File: src/hdl/ihrl_pkg.sv
package ihrl_pkg;

	typedef enum logic [1:0] {
		OP_CHAR  = 2'd0,
		OP_END   = 2'd1,
		OP_READ  = 2'd2,
		OP_CLEAR = 2'd3
	} op_t;

	typedef enum logic [1:0] {
		CMD_WRITE  = 2'd0,
		CMD_RESULT = 2'd1,
		CMD_READ   = 2'd2
	} cmd_t;

	localparam logic [2:0] ST_OK         = 3'd0;
	localparam logic [2:0] ST_BAD_CHAR   = 3'd1;
	localparam logic [2:0] ST_BAD_FORMAT = 3'd2;
	localparam logic [2:0] ST_LENGTH     = 3'd3;
	localparam logic [2:0] ST_CHECKSUM   = 3'd4;

	localparam logic [7:0] CHAR_COLON = 8'h3A;
	localparam logic [7:0] CHAR_CR    = 8'h0D;
	localparam logic [7:0] CHAR_LF    = 8'h0A;
	localparam logic [7:0] CHAR_0     = 8'h30;
	localparam logic [7:0] CHAR_9     = 8'h39;
	localparam logic [7:0] CHAR_UA    = 8'h41;
	localparam logic [7:0] CHAR_UF    = 8'h46;
	localparam logic [7:0] CHAR_LA    = 8'h61;
	localparam logic [7:0] CHAR_LF_HEX = 8'h66;

	localparam logic [7:0]  TYPE_DATA  = 8'h00;
	localparam logic [7:0]  TYPE_EOF   = 8'h01;
	localparam logic [16:0] LENGTH_MAX = 17'h1FFFF;
	localparam logic [8:0]  COUNT_MAX  = 9'd511;
	localparam logic [8:0]  HDR_BYTES  = 9'd5;
	localparam int          FIFO_DEPTH = 4;

	typedef struct packed {
		op_t         operation;
		logic [7:0]  char_code;
		logic [15:0] read_address;
	} req_t;

	typedef struct packed {
		logic        line_done;
		logic [2:0]  line_status;
		logic [7:0]  record_kind;
		logic        parse_done;
		logic        parse_ok;
		logic        end_record_seen;
		logic [16:0] image_length;
		logic [7:0]  read_data;
	} rsp_t;

	typedef struct packed {
		cmd_t        cmd;
		logic [15:0] addr;
		logic [7:0]  data;
		rsp_t        rsp;
	} entry_t;

endpackage

File: src/hdl/ihrl_fifo.sv
module ihrl_fifo (
	input  logic            clk,
	input  logic            arst_n,
	input  logic            push,
	input  ihrl_pkg::entry_t wdata,
	output logic            full,
	input  logic            pop,
	output logic            empty,
	output ihrl_pkg::entry_t rdata
);
	import ihrl_pkg::*;

	localparam int PW = $clog2(FIFO_DEPTH);

	entry_t          buf_q [FIFO_DEPTH];
	logic [PW-1:0]   wr_ptr_q;
	logic [PW-1:0]   rd_ptr_q;
	logic [PW:0]     count_q;

	assign full  = (count_q == (PW+1)'(FIFO_DEPTH));
	assign empty = (count_q == '0);
	assign rdata = buf_q[rd_ptr_q];

	always_ff @(posedge clk) begin
		if (push) begin
			buf_q[wr_ptr_q] <= wdata;
		end
	end

	always_ff @(posedge clk or negedge arst_n) begin
		if (!arst_n) begin
			wr_ptr_q <= '0;
			rd_ptr_q <= '0;
			count_q  <= '0;
		end else begin
			if (push) begin
				wr_ptr_q <= wr_ptr_q + 1'b1;
			end
			if (pop) begin
				rd_ptr_q <= rd_ptr_q + 1'b1;
			end
			if (push && !pop) begin
				count_q <= count_q + 1'b1;
			end else if (pop && !push) begin
				count_q <= count_q - 1'b1;
			end
		end
	end

	a_count_bound: assert property (@(posedge clk) disable iff (!arst_n)
		count_q <= (PW+1)'(FIFO_DEPTH))
		else $error("queue count above depth");
	a_no_overflow: assert property (@(posedge clk) disable iff (!arst_n)
		push |-> !full)
		else $error("push into full queue");
	a_no_underflow: assert property (@(posedge clk) disable iff (!arst_n)
		pop |-> !empty)
		else $error("pop from empty queue");

endmodule

File: config.mk
export PLATFORM = sky130hd
export DESIGN_NAME = ihrl_fifo
export DESIGN_NICKNAME = d
export VERILOG_FILES = /design/src/hdl/ihrl_pkg.sv /design/src/hdl/ihrl_fifo.sv
export SDC_FILE = /design/constraint.sdc
export NUM_CORES = 1
export LEC_CHECK = 0
export BUFFER_PORTS_ARGS = -buffer_cell sky130_fd_sc_hd__buf_2
export CAP_MARGIN = 10
export CORE_UTILIZATION = 60
export DETAILED_ROUTE_END_ITERATION = 6
export GPL_TIMING_DRIVEN = 1
export PLACE_DENSITY = 0.83
export SLEW_MARGIN = 40
export SYNTH_ARGS = -nofsm -noshare
export SYNTH_HDL_FRONTEND = slang
export SYNTH_SLANG_ARGS = --single-unit
File: constraint.sdc
create_clock -name clk -period 5.3 [get_ports clk]
set_input_delay 0.53 -clock clk [delete_from_list [all_inputs] [get_ports clk]]
set_output_delay 0.53 -clock clk [all_outputs]
set_load 0.01 [all_outputs]
==> qor.yml <==
run_status: "completed"
post_route_cells_drive_above_1_share: 0.464
cts_inserted_buffers: 27
synthMostInstantiatedCell: "edfxtp_1"
insertion_delay_ns: 0.52
required_time_at_the_endpoint_of_the_critical_path_ns: 4.77
ys.warnings.count: 0
routed_wirelength_microns: 17700
hold_viol_final: 0
report.final.setup_viol: 0
finClkSkew_ns: 0.0103
clock-sinks: 271
htreeDepth: 1
max_clock_freq_mhz: 338
groute.usage.overall: 0.215
finalCriticalPeriod_ns: 2.96
drt.antenna.violating_nets: 0
whs_ns: 0.229
cp_top_family: "buffers and inverters"
port-buffer-count: 137
post_drt_wl_per_cell_microns: 22.7
max_cap_viol_count: 0
timing_worst_setup_path_type: "flip-flop to output port"
area_growth_pct: 19.8
timing_max_transition_violations_final: 0
startpoint_type: "flip-flop"
yosys-top-cells-count: "edfxtp_1 (264), mux4_2 (66), dfrtp_1 (7), ha_1 (5)"
cp_max_fo: 26
grt_pass1_vias: 4753
pin_count_of_the_biggest_net_entering_global_routing: 31
rsz0062_at_grt: "no"
ys_seq_elements: 271
total_leakage_power_uw: 0.00413
standard_cell_row_count: 46
worst-endpoint-arrival_ns: 2.43
path_clk_slew_ns: 0.06
mappedNetlistArea_sq_mm: 0.00994
synth_nets: 455
finalPower_uw: 6700
yosys-top-cells-area: "edfxtp_1 (80%), mux4_2 (15%), dfrtp_1 (1.8%)"
post_synth_arst_share: 0.0258
route.vias.total: 4500
post-synth-top-area-cell: "edfxtp_1"
regToRegSetupSlack_ns: 3.73
yosys.cell_types.count: 20
number_of_antenna_violations_at_the_first_check_in_global_routing: 2
power_per_cell_area_mw_per_mm2: 563
worstSetupEndpointType: "output port"
detailedRoute.firstIterationViolations: 329
detailedRoute.firstPassIterationCount: 4
nFillCells: 910
synth-main-ff-cell: "edfxtp_1"
synth-edff-count: 264
design.die.area_sq_mm: 0.0171
synthesis.instances: 379
max_slew_margin: 0.790
clock_tree.buffer_depth: 3
cp.buffers_inverters: 3
remaining_drc_errors: 0
post_cts_resized: 0
core_area_sq_mm: 0.0160
timing.final.crit_share: 0.559
finalWeightedCongestion: 0.644
vdd_ir_drop_max_mv: 0.426
critical_path.slowest_cell: "dfrtp_4"
dp_hpwl_microns: 10700
design.final.nets: 620
hold_class: "input port to flip-flop"
routed_via_density: 5.77
postSynthAreaPerCell_sq_um: 26.2
gr-total-overflow: 0
cp_cell_sequence: "buf_12 > buf_4 > mux4_2 > buf_2"
die-height_microns: 131
starting_density_of_the_core: 0.621
cts_tree: "done"
fin_tns_setup_ns: 0
cts-root-buf: "clkbuf_16"
i_o_pin_count: 138
ys_seq_area_frac: 0.815
critical-path-max-stage-delay_ns: 0.58
cts_setup_buffers: 0
die_x_microns: 131
worstMarginPinSlew_ns: 0.316
synth.top_cell.area_share: 0.798
grt_first_pass_wirelength_microns: 26500
postCtsHoldBufs: 1
==> area by class of cell <==
cell class	count	area [sq um]	share of cell area
clock inverters	17	178	0.0149
flip-flops and latches	271	8110	0.681
diodes	1	2.50	0.000210
inverters	4	15.0	0.00126
repair buffers	151	943	0.0792
clock buffers	31	691	0.0580
well taps	216	270	0.0227
multi-input cells	89	1700	0.142
==> cells by family after synthesis <==
kind of cell | share of synthesized area
AOI/OAI and AO/OA | 0.000503
xor gates and xnor gates | 0.00529
adders and majority gates | 0.00831
buffers and inverters | 0.0149
DFF | 0.815
muxes | 0.151
and+or+nand+nor | 0.00491
==> cells in the final DEF (no fill, tap or decap), drive strengths merged, types with 2 or more instances in the layout <==
cell    instances
inv             4
dfrtp           7
nand2           2
edfxtp        264
ha              5
and2            4
xnor2           2
mux4           66
bufinv          4
clkbuf         31
buf           150
xor2            4
clkinv         13
==> state kept, by name, summed over array words and instances, names as in the netlist <==
signal / count
buf_q: 264
rd_ptr_q: 2
count_q: 3
wr_ptr_q: 2
==> worst paths after layout <==
| check | endpoint | cells after the start | start |
|---|---|---|---|
| max | rdata[52] | 4 | rd_ptr_q[0] |
| min | buf_q[2][13] | 1 | wdata[13] |
| max reg2reg | buf_q[2][29] | 4 | wr_ptr_q[0] |
| min reg2reg | count_q[2] | 1 | count_q[2] |
| max in group asynchronous | rd_ptr_q[0] | 2 | arst_n |
| min in group asynchronous | rd_ptr_q[1] | 2 | arst_n |
==> worst register-to-register path: cells and delay by family (launching register included) <==
kind,cells,cell delay (ns)
and+or+nand+nor,1,0.34
buffers and inverters,2,0.35
adders and majority gates,1,0.15
DFF,1,0.42
==> stage by stage <==
step,instances,instance area (sq um),setup slack (ns),util
after floorplan,379,9940,2.70,-
after global placement,718,10800,2.37,0.674
after detailed placement,730,11000,2.81,0.689
after CTS,779,11900,2.25,0.744
after global routing,779,11900,2.17,0.744
final,780,11900,2.34,0.744
==> where the power goes <==
| group | switching (uW) | internal, uW | leakage, uW | total (uW) |
|---|---|---|---|---|
| clock network | 743 | 1120 | 0.000431 | 1860 |
| logic | 953 | 923 | 0.00119 | 1880 |
| registers | 154 | 2810 | 0.00251 | 2960 |
| total | 1850 | 4850 | 0.00413 | 6700 |
==> metal layers <==
| layer | global-route usage | wire [microns] |
|---|---|---|
| met3 | 0.0423 | 1110 |
| met4 | 0.0581 | 288 |
| met2 | 0.370 | 9280 |
| met1 | 0.285 | 7010 |
| met5 | 0 | 9 |
Note: power is estimated with default switching activity, not from simulation.
