## config.mk

```make
export PLATFORM = sky130hd
export DESIGN_NAME = ihrl_front
export DESIGN_NICKNAME = d
export VERILOG_FILES = /design/src/hdl/ihrl_pkg.sv /design/src/hdl/ihrl_front.sv
export SDC_FILE = /design/constraint.sdc
export NUM_CORES = 1
export LEC_CHECK = 0
export BUFFER_PORTS_ARGS = -buffer_cell sky130_fd_sc_hd__buf_2
export CAP_MARGIN = 20
export CORE_AREA = 5 5 197 123
export DETAILED_ROUTE_END_ITERATION = 6
export DIE_AREA = 0 0 202 128
export PLACE_DENSITY = 0.57
export REMOVE_ABC_BUFFERS = 1
export SLEW_MARGIN = 10
export SYNTH_ARGS = -nofsm -noshare
export SYNTH_HDL_FRONTEND = slang
export SYNTH_SLANG_ARGS = --single-unit
```

## constraint.sdc

```tcl
create_clock -name clk -period 6.5 [get_ports clk]
set_input_delay 0.65 -clock clk [delete_from_list [all_inputs] [get_ports clk]]
set_output_delay 0.65 -clock clk [all_outputs]
set_load 0.01 [all_outputs]
```

## src/hdl/ihrl_pkg.sv

```systemverilog
package ihrl_pkg;

	typedef enum logic [1:0] {
		OP_CHAR  = 2'd0,
		OP_END   = 2'd1,
		OP_READ  = 2'd2,
		OP_CLEAR = 2'd3
	} op_t;

	typedef enum logic [1:0] {
		CMD_WRITE  = 2'd0,
		CMD_RESULT = 2'd1,
		CMD_READ   = 2'd2
	} cmd_t;

	localparam logic [2:0] ST_OK         = 3'd0;
	localparam logic [2:0] ST_BAD_CHAR   = 3'd1;
	localparam logic [2:0] ST_BAD_FORMAT = 3'd2;
	localparam logic [2:0] ST_LENGTH     = 3'd3;
	localparam logic [2:0] ST_CHECKSUM   = 3'd4;

	localparam logic [7:0] CHAR_COLON = 8'h3A;
	localparam logic [7:0] CHAR_CR    = 8'h0D;
	localparam logic [7:0] CHAR_LF    = 8'h0A;
	localparam logic [7:0] CHAR_0     = 8'h30;
	localparam logic [7:0] CHAR_9     = 8'h39;
	localparam logic [7:0] CHAR_UA    = 8'h41;
	localparam logic [7:0] CHAR_UF    = 8'h46;
	localparam logic [7:0] CHAR_LA    = 8'h61;
	localparam logic [7:0] CHAR_LF_HEX = 8'h66;

	localparam logic [7:0]  TYPE_DATA  = 8'h00;
	localparam logic [7:0]  TYPE_EOF   = 8'h01;
	localparam logic [16:0] LENGTH_MAX = 17'h1FFFF;
	localparam logic [8:0]  COUNT_MAX  = 9'd511;
	localparam logic [8:0]  HDR_BYTES  = 9'd5;
	localparam int          FIFO_DEPTH = 4;

	typedef struct packed {
		op_t         operation;
		logic [7:0]  char_code;
		logic [15:0] read_address;
	} req_t;

	typedef struct packed {
		logic        line_done;
		logic [2:0]  line_status;
		logic [7:0]  record_kind;
		logic        parse_done;
		logic        parse_ok;
		logic        end_record_seen;
		logic [16:0] image_length;
		logic [7:0]  read_data;
	} rsp_t;

	typedef struct packed {
		cmd_t        cmd;
		logic [15:0] addr;
		logic [7:0]  data;
		rsp_t        rsp;
	} entry_t;

endpackage

```

## src/hdl/ihrl_front.sv

```systemverilog
module ihrl_front (
	input  logic             clk,
	input  logic             arst_n,
	input  logic             req_valid,
	output logic             req_ready,
	input  ihrl_pkg::req_t   req,
	output logic             push,
	output ihrl_pkg::entry_t ent,
	input  logic             full
);
	import ihrl_pkg::*;

	logic [3:0]  hi_q, hi_n;
	logic        pend_q, pend_n;
	logic        started_q, started_n;
	logic [8:0]  cnt_q, cnt_n;
	logic [7:0]  dlen_q, dlen_n;
	logic [15:0] load_q, load_n;
	logic [7:0]  type_q, type_n;
	logic [7:0]  sum_q, sum_n;
	logic [7:0]  held_q, held_n;
	logic [2:0]  fault_q, fault_n;
	logic        failed_q, failed_n;
	logic        eof_q, eof_n;
	logic        seen_q, seen_n;
	logic [16:0] vlen_q, vlen_n;

	logic        accept;
	logic [7:0]  c;
	logic        is_eol, is_colon, is_num, is_up, is_lo, is_dig;
	logic [3:0]  dval;
	logic [7:0]  b;
	logic [8:0]  idx;
	logic [2:0]  f;
	logic        do_close, pdone;
	logic [2:0]  close_st;
	logic [16:0] base;
	logic [17:0] grown;

	assign req_ready = !full;
	assign accept    = req_valid && req_ready;
	assign c         = req.char_code;

	assign is_eol   = (c == CHAR_CR) || (c == CHAR_LF);
	assign is_colon = (c == CHAR_COLON);
	assign is_num   = (c >= CHAR_0) && (c <= CHAR_9);
	assign is_up    = (c >= CHAR_UA) && (c <= CHAR_UF);
	assign is_lo    = (c >= CHAR_LA) && (c <= CHAR_LF_HEX);
	assign is_dig   = is_num || is_up || is_lo;
	// letters: low nibble 1..6 maps to 10..15
	assign dval     = is_num ? c[3:0] : c[3:0] + 4'd9;
	assign b        = {hi_q, dval};
	assign idx      = cnt_q - HDR_BYTES;

	always_comb begin
		if (fault_q != ST_OK) begin
			close_st = fault_q;
		end else if (cnt_q < HDR_BYTES) begin
			close_st = ST_BAD_FORMAT;
		end else if (pend_q || (cnt_q != {1'b0, dlen_q} + HDR_BYTES)) begin
			close_st = ST_LENGTH;
		end else if (sum_q != 8'h00) begin
			close_st = ST_CHECKSUM;
		end else begin
			close_st = ST_OK;
		end
	end

	assign base  = (vlen_q > {1'b0, load_q}) ? vlen_q : {1'b0, load_q};
	assign grown = {1'b0, base} + {10'd0, dlen_q};

	always_comb begin
		hi_n = hi_q; pend_n = pend_q; started_n = started_q; cnt_n = cnt_q;
		dlen_n = dlen_q; load_n = load_q; type_n = type_q; sum_n = sum_q;
		held_n = held_q; fault_n = fault_q; failed_n = failed_q; eof_n = eof_q;
		seen_n = seen_q; vlen_n = vlen_q;
		f = fault_q;
		do_close = 1'b0;
		pdone = 1'b0;
		push = 1'b0;
		ent = '0;
		if (accept) begin
			unique case (req.operation)
				OP_CHAR: begin
					if (!failed_q) begin
						seen_n = 1'b1;
						if (is_eol) begin
							do_close = started_q;
						end else begin
							started_n = 1'b1;
							if (!is_dig && !is_colon) begin
								fault_n = ST_BAD_CHAR;
							end else if (is_colon) begin
								if (started_q && fault_q == ST_OK) begin
									fault_n = ST_BAD_FORMAT;
								end
							end else begin
								if (!started_q && fault_q == ST_OK) begin
									f = ST_BAD_FORMAT;
								end
								fault_n = f;
								if (f == ST_OK) begin
									if (pend_q) begin
										pend_n = 1'b0;
										sum_n = sum_q + b;
										unique case (cnt_q)
											9'd0: dlen_n = b;
											9'd1: load_n = {b, 8'h00};
											9'd2: load_n = {load_q[15:8], b};
											9'd3: type_n = b;
											default: ;
										endcase
										// data bytes go out one behind, so the checksum stays out
										if (cnt_q >= HDR_BYTES && type_q == TYPE_DATA &&
										    idx < {1'b0, dlen_q}) begin
											push = 1'b1;
											ent.cmd = CMD_WRITE;
											ent.addr = load_q + idx[7:0];
											ent.data = held_q;
										end
										if (cnt_q >= 9'd4) begin
											held_n = b;
										end
										cnt_n = (cnt_q == COUNT_MAX) ? COUNT_MAX : cnt_q + 1'b1;
									end else begin
										hi_n = dval;
										pend_n = 1'b1;
									end
								end
							end
						end
					end
				end
				OP_END: begin
					do_close = !failed_q && started_q;
					pdone = 1'b1;
				end
				OP_READ: begin
					push = 1'b1;
					ent.cmd = CMD_READ;
					ent.addr = req.read_address;
				end
				OP_CLEAR: begin
					hi_n = '0; pend_n = 1'b0; started_n = 1'b0; cnt_n = '0;
					dlen_n = '0; load_n = '0; type_n = '0; sum_n = '0;
					held_n = '0; fault_n = ST_OK; failed_n = 1'b0; eof_n = 1'b0;
					seen_n = 1'b0; vlen_n = '0;
				end
				default: ;
			endcase
			if (do_close) begin
				if (close_st == ST_OK) begin
					if (type_q == TYPE_DATA) begin
						vlen_n = (grown > {1'b0, LENGTH_MAX}) ? LENGTH_MAX : grown[16:0];
					end else if (type_q == TYPE_EOF) begin
						eof_n = 1'b1;
					end
				end else begin
					failed_n = 1'b1;
					vlen_n = '0;
				end
				hi_n = '0; pend_n = 1'b0; started_n = 1'b0; cnt_n = '0;
				dlen_n = '0; load_n = '0; type_n = '0; sum_n = '0;
				held_n = '0; fault_n = ST_OK;
			end
			if (do_close || pdone) begin
				push = 1'b1;
				ent.cmd = CMD_RESULT;
			end
			ent.rsp.line_done = do_close;
			ent.rsp.line_status = do_close ? close_st : ST_OK;
			ent.rsp.record_kind = (do_close && cnt_q >= 9'd4) ? type_q : 8'h00;
			ent.rsp.parse_done = pdone;
			ent.rsp.parse_ok = pdone && !failed_n && seen_q;
			ent.rsp.end_record_seen = eof_n;
			ent.rsp.image_length = failed_n ? 17'd0 : vlen_n;
			ent.rsp.read_data = 8'h00;
		end
	end

	always_ff @(posedge clk or negedge arst_n) begin
		if (!arst_n) begin
			hi_q <= '0; pend_q <= 1'b0; started_q <= 1'b0; cnt_q <= '0;
			dlen_q <= '0; load_q <= '0; type_q <= '0; sum_q <= '0;
			held_q <= '0; fault_q <= ST_OK; failed_q <= 1'b0; eof_q <= 1'b0;
			seen_q <= 1'b0; vlen_q <= '0;
		end else begin
			hi_q <= hi_n; pend_q <= pend_n; started_q <= started_n; cnt_q <= cnt_n;
			dlen_q <= dlen_n; load_q <= load_n; type_q <= type_n; sum_q <= sum_n;
			held_q <= held_n; fault_q <= fault_n; failed_q <= failed_n; eof_q <= eof_n;
			seen_q <= seen_n; vlen_q <= vlen_n;
		end
	end

endmodule

```

==> impl_metrics.env <==
export IMPL_status="completed"
export IMPL_final_cell_area_um2=8600
export IMPL_cts_hold_buf=0
export IMPL_clk_latency_ns=0.35
export IMPL_crit_path_max_fanout=17
export IMPL_cts_tree="yes"
export IMPL_yosys_area_share_simple=0.238
export IMPL_die_area_um2=25900
export IMPL_critPathLaunchType="flip-flop"
export IMPL_cts_resized=0
export IMPL_synth_cells=949
export IMPL_fin_worst_skew_ns=0.0115
export IMPL_synthTopCellsByArea="dfrtp_1 28%, ha_1 9.7%, o21ai_0 5.2%, nand2_1 4.9%, a21oi_1 4.3%"
export IMPL_async_reset_ff_frac=1.00
export IMPL_seq_area_frac_synth=0.282
export IMPL_drv_slew=0
export IMPL_vdd_drop_max_mv=0.148
export IMPL_synth_compound_area_frac=0.218
export IMPL_fin_nets=1109
export IMPL_dr_pass1_iters=5
export IMPL_core_area_um2=22400
export IMPL_fin_crit_ns=6.09
export IMPL_grt_pass1_vias=6640
export IMPL_drive_gt1_frac=0.160
export IMPL_grt_busiest_layer="met1"
export IMPL_root_buffer="clkbuf_16"
export IMPL_worstPathRequired_ns=5.85
export IMPL_num_vias=7355
export IMPL_grt_antenna_before_repair=0
export IMPL_wl_per_cell_um=19.4
export IMPL_critPathArrivalTime_ns=5.44
export IMPL_synth_top_family_by_area="simple AND/OR/NAND/NOR gates"
export IMPL_max_slew_margin=0.244
export IMPL_cts_sinks=86
export IMPL_grt_setup_unrepaired="no"
export IMPL_leakagePower_nw=3.88
export IMPL_gr_usage_all_layers=0.194
export IMPL_n_antenna_cell=0
export IMPL_muxShareOfSynthArea=0.0438
export IMPL_drtIter0Drc=757
export IMPL_drc=0
export IMPL_synth_cell_types=71
export IMPL_synthXorXnorAreaFrac=0.0540
export IMPL_holdWs_ns=0.228
export IMPL_syn_area_um2=7620
export IMPL_grt_pass1_wl_um=39500
export IMPL_tns_ns=0
export IMPL_synthFlopType="dfrtp_1"
export IMPL_clk_pin_slew_ns=0.07
export IMPL_chipHeight_um=128
export IMPL_start_util=0.340
export IMPL_viasPerCell=5.60
export IMPL_synthAdderAreaFrac=0.105
export IMPL_gp_congestion=0.966
export IMPL_nFillCells=2299
export IMPL_syn_avg_cell_area_um2=8.03
export IMPL_ant_nets=0
export IMPL_finalHoldViolations=0
export IMPL_worstMarginPinSlew_ns=1.13
export IMPL_fmax_mhz=164
export IMPL_grt_use_met3=0.0614
export IMPL_fin_crit_sh=0.937
export IMPL_finalSetupViolCount=0
export IMPL_max_cap_violations=0
export IMPL_grt_max_degree=60
export IMPL_synth_edf_count=0
export IMPL_routed_wl_um=25500
export IMPL_hpwl_um=19800
export IMPL_htree_levels=3
export IMPL_cts_path_max_buffers=2
export IMPL_post_cts_buffers=0
export IMPL_power_mw=3.10
export IMPL_synth_seq_cells=86
export IMPL_synth_largest_area_cell="dfrtp_1"
export IMPL_placed_area_um2=8320
export IMPL_p_per_area_nw_per_um2=360
export IMPL_cts_buffers=9
export IMPL_syn2layout_area_growth_pct=12.8
export IMPL_io_pins=98
export IMPL_die_width_um=202
export IMPL_portBuffers=89
export IMPL_yosysWarningCount=0
export IMPL_grt_use_met1=0.315
export IMPL_rows=43
export IMPL_worstSetupPathType="reg2out"
export IMPL_grt_use_met2=0.246
export IMPL_grt_overflow=0
export IMPL_worstHoldPathType="in2async"
export IMPL_end_kind="output port"
export IMPL_synth_top_cell_area_share=0.282
-- flip-flops by register name, indices dropped and copies added, names as in the netlist --
signal     flops
held_q         8
started_q      1
load_q        16
fault_q        3
cnt_q          9
hi_q           4
pend_q         1
dlen_q         8
vlen_q        17
failed_q       1
type_q         8
eof_q          1
sum_q          8
seen_q         1
-- per-stage QoR --
stage | setup slack (ns) | cells | utilization
final | 0.412 | 1313 | 0.384
after global routing | 0.0925 | 1313 | 0.384
after CTS | 0.519 | 1313 | 0.384
after detailed placement | 0.919 | 1298 | 0.371
after global placement | 1.08 | 1298 | 0.371
after floorplan | 1.07 | 903 | -
-- report_power, final --
part / internal [mW] / switching [mW] / total [mW] / leakage (nW)
clock network: 0.298 / 0.235 / 0.533 / 0.139
logic: 0.653 / 0.971 / 1.62 / 2.61
registers: 0.691 / 0.249 / 0.941 / 1.13
total: 1.64 / 1.46 / 3.10 / 3.88
-- worst paths after layout --
path / startpoint / end / slack [ns] / cells after the start
worst max-delay path: load_q[8] / ent[16] / 0.41 / 16
worst min-delay path: arst_n / type_q[7] / 0.23 / 1
worst max register to register: load_q[8] / vlen_q[15] / 1.44 / 16
worst min register to register: held_q[7] / held_q[7] / 0.50 / 1
max in group asynchronous: arst_n / load_q[12] / 5.12 / 2
min in group clk: held_q[7] / held_q[7] / 0.50 / 1
-- critical path, cell delays in order (launching register included) --
cell,delay [ns]
dfrtp_1,0.48
clkinv_1,0.28
ha_1,0.40
nand4_1,0.16
o311ai_0,0.36
o22a_1,0.46
buf_4,0.31
mux2_2,0.37
ha_1,0.23
or3_1,0.39
o21ai_1,0.53
o2111ai_1,0.21
mux2_2,0.30
nand2_1,0.13
o21ai_0,0.11
nor3b_1,0.19
buf_2,0.17
-- kinds of logic after synthesis --
group,after synthesis
fa+ha+maj,62
xor+xnor,47
flops,86
mux,30
other cells,1
simple gates,361
buf+inv,103
compound gates,259
-- cell usage in the layout (no fill, tap or decap), types with 10 or more instances in the layout --
cell type  count
a21o_1        11
a21oi_1       66
a31oi_1       11
and2_1        18
and3_1        22
buf_2         88
buf_4         15
dfrtp_1       86
ha_1          59
inv_1         49
mux2_2        22
nand2_1       99
nand2b_1      10
nand3_1       35
nand4_1       12
nor2_1        76
nor2b_1       12
nor3_1        29
o21ai_0       79
o31ai_1       10
xnor2_1       34
xor2_1        13
-- cells in the mapped netlist (12+ instances only) --
cell	n
nand2_1	99
dfrtp_1	86
o21ai_0	79
nor2_1	76
a21oi_1	66
ha_1	59
inv_1	49
clkbuf_1	38
nand3_1	35
xnor2_1	34
nor3_1	29
and3_1	22
mux2_2	22
and2_1	18
xor2_1	13
nand4_1	12
nor2b_1	12
-- area by class of cell --
type                    count  area (µm²)  area share
inverters                  50         188      0.0218
multi-input cells         767        5060       0.588
well taps                 292         365      0.0425
clock inverters             5        60.1     0.00698
repair buffers            103         553      0.0643
clock buffers              10         229      0.0266
flip-flops and latches     86        2150       0.250
-- routing by layer --
| layer | vias to the layer above | routed length (µm) |
|---|---|---|
| met5 | - | 0 |
| met4 | 0 | 189 |
| met3 | 12 | 2550 |
| met2 | 314 | 9260 |
| met1 | 3483 | 13500 |
| li1 | 3546 | - |
No activity file was read; power rests on OpenSTA's default activity.
